[src/hw/rtl/jbl_pkg.sv]
// jbl_pkg: shared types, codes and helpers of the jitter buffer loss tracker
// used by jbl_front, jbl_engine and the top level; no dependencies
`timescale 1ns / 1ps
package jbl_pkg;

  localparam int BUFFER_DEPTH_DEF    = 16;
  localparam int DELIVERED_DEPTH_DEF = 64;

  localparam logic [1:0] ACT_SENT   = 2'd0;
  localparam logic [1:0] ACT_RECV   = 2'd1;
  localparam logic [1:0] ACT_UPDATE = 2'd2;
  localparam logic [1:0] ACT_NONE   = 2'd3;

  localparam logic [2:0] KIND_RELEASED  = 3'd0;
  localparam logic [2:0] KIND_ACCEPTED  = 3'd1;
  localparam logic [2:0] KIND_DROP_LATE = 3'd2;
  localparam logic [2:0] KIND_DROP_FULL = 3'd3;
  localparam logic [2:0] KIND_STATS     = 3'd4;
  localparam logic [2:0] KIND_SENT      = 3'd5;

  localparam logic [1:0] CFG_REL_WIN   = 2'd0;
  localparam logic [1:0] CFG_PRUNE_WIN = 2'd1;
  localparam logic [1:0] CFG_BYPASS    = 2'd2;

  localparam int IN_TDATA_W  = 144;
  localparam int OUT_TDATA_W = 208;

  typedef struct packed {
    logic [1:0]         act;
    logic signed [31:0] seq;
    logic [15:0]        size;
    logic [47:0]        arr;
    logic [47:0]        now;
  } item_t;

  typedef struct packed {
    logic [47:0] rel_win;
    logic [47:0] prune_win;
    logic        bypass;
  } cfg_t;

  // whether the age of a stored time against now exceeds the window, later times count as zero age
  function automatic logic exceeds(input logic [47:0] now, input logic [47:0] t,
                                   input logic [47:0] w);
    logic [47:0] age;
    age = now - t;
    return (now > t) && (age > w);
  endfunction

endpackage

[src/hw/rtl/jbl_front.sv]
// jbl_front: input word capture, action filter and a two-entry item queue
// depends on jbl_pkg
`timescale 1ns / 1ps
module jbl_front import jbl_pkg::*; (
  input  logic                  clk,
  input  logic                  rst_n,
  input  logic                  in_tvalid,
  output logic                  in_tready,
  input  logic [IN_TDATA_W-1:0] in_tdata,
  input  logic [1:0]            in_tuser,
  output item_t                 q_item,
  output logic                  q_valid,
  input  logic                  q_ready
);

  item_t      ent_r [2];
  logic       rd_ptr_r;
  logic       wr_ptr_r;
  logic [1:0] cnt_r;
  logic       push;
  logic       pop;
  item_t      in_item;

  assign in_tready = (cnt_r != 2'd2);
  assign q_valid   = (cnt_r != 2'd0);
  assign q_item    = ent_r[rd_ptr_r];
  // unused action code carries no work and is dropped here
  assign push      = in_tvalid && in_tready && (in_tuser != ACT_NONE);
  assign pop       = q_valid && q_ready;

  always_comb begin
    in_item.act  = in_tuser;
    in_item.seq  = $signed(in_tdata[31:0]);
    in_item.size = in_tdata[47:32];
    in_item.arr  = in_tdata[95:48];
    in_item.now  = in_tdata[143:96];
  end

  always_ff @(posedge clk) begin
    if (!rst_n) begin
      rd_ptr_r <= 1'b0;
      wr_ptr_r <= 1'b0;
      cnt_r    <= 2'd0;
    end else begin
      if (push) begin
        ent_r[wr_ptr_r] <= in_item;
        wr_ptr_r        <= ~wr_ptr_r;
      end
      if (pop) begin
        rd_ptr_r <= ~rd_ptr_r;
      end
      if (push && !pop) begin
        cnt_r <= cnt_r + 2'd1;
      end else if (pop && !push) begin
        cnt_r <= cnt_r - 2'd1;
      end
    end
  end

endmodule

[config.mk]
export PLATFORM = sky130hd
export DESIGN_NAME = jbl_front
export DESIGN_NICKNAME = d
export VERILOG_FILES = /design/src/hw/rtl/jbl_pkg.sv /design/src/hw/rtl/jbl_front.sv
export SDC_FILE = /design/constraint.sdc
export NUM_CORES = 1
export LEC_CHECK = 0
export BUFFER_PORTS_ARGS = -buffer_cell sky130_fd_sc_hd__clkbuf_2
export CAP_MARGIN = 20
export CORE_MARGIN = 4
export CORE_UTILIZATION = 25
export DETAILED_ROUTE_END_ITERATION = 16
export GPL_TIMING_DRIVEN = 0
export MAX_ROUTING_LAYER = met4
export PLACE_DENSITY_LB_ADDON = 0.15
export SLEW_MARGIN = 20
export SYNTH_ARGS = -nofsm -noshare
export SYNTH_HDL_FRONTEND = slang
export SYNTH_SLANG_ARGS = --single-unit
[constraint.sdc]
create_clock -name clk -period 12.38 [get_ports clk]
set_clock_uncertainty 0.1 [all_clocks]
set_input_delay 0.619 -clock clk [delete_from_list [all_inputs] [get_ports clk]]
set_output_delay 0.619 -clock clk [all_outputs]
set_load 0.02 [all_outputs]
==> impl_metrics.ini <==
[final_layout]
syn_to_final_growth_pct = 33.4
fillers = 4134
multi_input_area_um2 = 1790
postLayoutCellArea_um2 = 14400
regArea_um2 = 8870
nNetsFinal = 976
fin_util = 0.340
drive_above_1_share = 0.613

[worst_setup_path]
timing.rr.end = ent_r[0][87]
r2r-start = cnt_r[0]
cp-end-kind = primary output
path_max_fanout = 10
worst-r2r-cell-count = 7
r2r_setup_slack_ns = 9.77
crit_type = reg2out
worst_ep_arrival_time_ns = 1.98
cp.required_ns = 11.66
worstSetupStartpointType = flip-flop
endpoint = q_item[57]

[logic_synthesis]
synth_top_area_share = 0.812
synth_area_um2 = 10800
synthesis.instances = 479
ys_seq_elements = 297
syn_nets = 630
synth.yosys.warnings = 0
syn_avg_cell_area_um2 = 22.5
synthDistinctLibCells = 21
yosys.area.top_type = edfxtp_1
synth.area.top_cells = edfxtp_1, mux2_2, buf_6
ys_seq_area_frac = 0.821

[sta]
slew_violations = 0
fin_ws_ns = 9.68
hold_violations = 0
relSlewSlack = 0.531
worst_pin_slew_ns = 0.702
rsz0062_at_grt = false
finalSetupViolCount = 0
fin_setup_tns_ns = 0
fin_crit_ns = 2.70
fin_crit_sh = 0.218
fmax_mhz = 370

[clocking]
cts_sinks = 297
cts_inserted_buffers = 37
post-cts-setup-buffers = 0
clk_path_buf_depth = 3
worstSkewPairLatency_ns = 0.54
h-tree-depth = 2
tritoncts = done
cts_resized = 0
root_buffer = clkbuf_16
clk_pin_slew_worst_paths_ns = 0.06
holdBufCountCts = 0

[detailed_routing]
antenna_left = 0
drcViolationCount = 0
top_layer = met4
met3WireLength_um = 2860
dr.pass1.iters = 4
drt_iter0_drc = 247
num_vias = 5638
vias_per_cell = 3.95
dr_wl_met2_um = 11300
avgRoutedWirePerCell_um = 17.6
finalWirelength_um = 25100
m1WireLength_um = 10200

[power]
vdd_drop_max_mv = 0.121
p_leak_nw = 5.27
powerDensity_nw_per_um2 = 202

[worst_hold_path]
whs_path_depth = 1
hp-start = in_tdata[120]
hold_class = in2reg

[global_route]
grt_pass1_vias = 6185
grt_pass1_wl_um = 37900
globalRouteOverflowTotal = 0
antenna_found_initial = 5
grt.total_usage = 0.110
grt_max_degree = 43

[floorplanning]
initial_core_util = 0.255
core_area_um2 = 42300
core.rowCount = 75
io_pins = 298
die_area_um2 = 46600
dieHeight_um = 216
die_w_um = 216

[placed_design]
dpl.hpwl_um = 17500
gp_congestion = 0.698
placed_area_um2 = 13300
port_buffers = 297
dp_slack_ns = 9.52

[run]
drv_cap = 0

[run_status]
status = completed
[worst max-delay path, cell delays in order (launching register included)]
cell and delay [ns]:
dfxtp_1 0.33, buf_4 0.29, buf_6 0.22, mux2_2 0.41, clkbuf_2 0.18
[Yosys cell counts]
cell      count
a21boi_1      1
and2_1        3
and3_1        2
buf_2         1
buf_4         5
buf_6        10
dfxtp_1       5
edfxtp_1    292
ha_1          1
mux2_2      146
nand2_1       2
nand2b_1      1
nand4_1       1
nor2_1        1
o21ai_0       1
o21ai_1       1
o22ai_1       1
or2_2         1
or3_1         1
xnor2_1       2
xor2_1        1
[metrics by stage]
stage / total power (W) / hold WS, ns / cells
floorplan: 0.00169 / 0.368 / 479
global placement: 0.00196 / 0.381 / 1353
detailed placement: 0.00195 / 0.419 / 1363
CTS: 0.00299 / 0.110 / 1423
global route: 0.00307 / 0.130 / 1428
finish: 0.00292 / 0.163 / 1428
[worst min path at each step]
stage                    to  slack, ns
2_1_floorplan      wr_ptr_r       0.37
5_1_grt        ent_r[0][49]       0.13
6_report       ent_r[0][24]       0.16
4_1_cts        ent_r[0][24]       0.11
3_5_place_dp       cnt_r[1]       0.42
3_3_place_gp       wr_ptr_r       0.38
[cells by family (layout without fill, tap and decap cells)]
group                    Yosys count  in the layout  synth area share
flip-flops                       297            297             0.821
multiplexers                     146            146             0.152
buffers and inverters             16            383            0.0144
AND/OR/NAND/NOR                   12             12           0.00626
AO/OA/AOI/OAI                      4              4           0.00220
XOR/XNOR                           3              3           0.00243
adder cells (fa/ha/maj)            1              1           0.00116
other                              0              5                 0
[cells in the final DEF (no fill, tap or decap), drive strengths merged]
cell    Yosys  final
clkbuf      0    346
edfxtp    292    292
mux2      146    146
buf        16     26
clkinv      0      8
diode       0      5
dfxtp       5      5
and2        3      3
nand2       2      2
xnor2       2      2
bufinv      0      2
and3        2      2
o21ai       2      2
nand2b      1      1
or2         1      1
nand4       1      1
nor2        1      1
o22ai       1      1
xor2        1      1
or3         1      1
a21boi      1      1
ha          1      1
inv         0      1
[sequential cells by signal, summed over array words and instances (netlist names), named ones only]
name      cells
ent_r       292
cnt_r         2
wr_ptr_r      1
rd_ptr_r      1
[layout make-up]
type / count / area share
Antenna cell: 5 / 0.000869
Clock buffer: 49 / 0.0689
Clock inverter: 11 / 0.00895
Multi-Input combinational cell: 166 / 0.124
Sequential cell: 297 / 0.616
Tap cell: 577 / 0.0501
Timing Repair Buffer: 307 / 0.121
Buffer: 16 / 0.0108
[layer usage]
metal / track usage / up-vias
li1: - / 2616
met1: 0.129 / 2764
met2: 0.163 / 205
met3: 0.0557 / 53
met4: 0.0408 / 0
met5: - / -
[power breakdown]
group / switching [W] / internal, W
registers: 0.0000153 / 0.00118
clock network: 0.000400 / 0.000605
logic: 0.000418 / 0.000298
total: 0.000833 / 0.00208
Note: power is estimated with default switching activity, not from simulation.
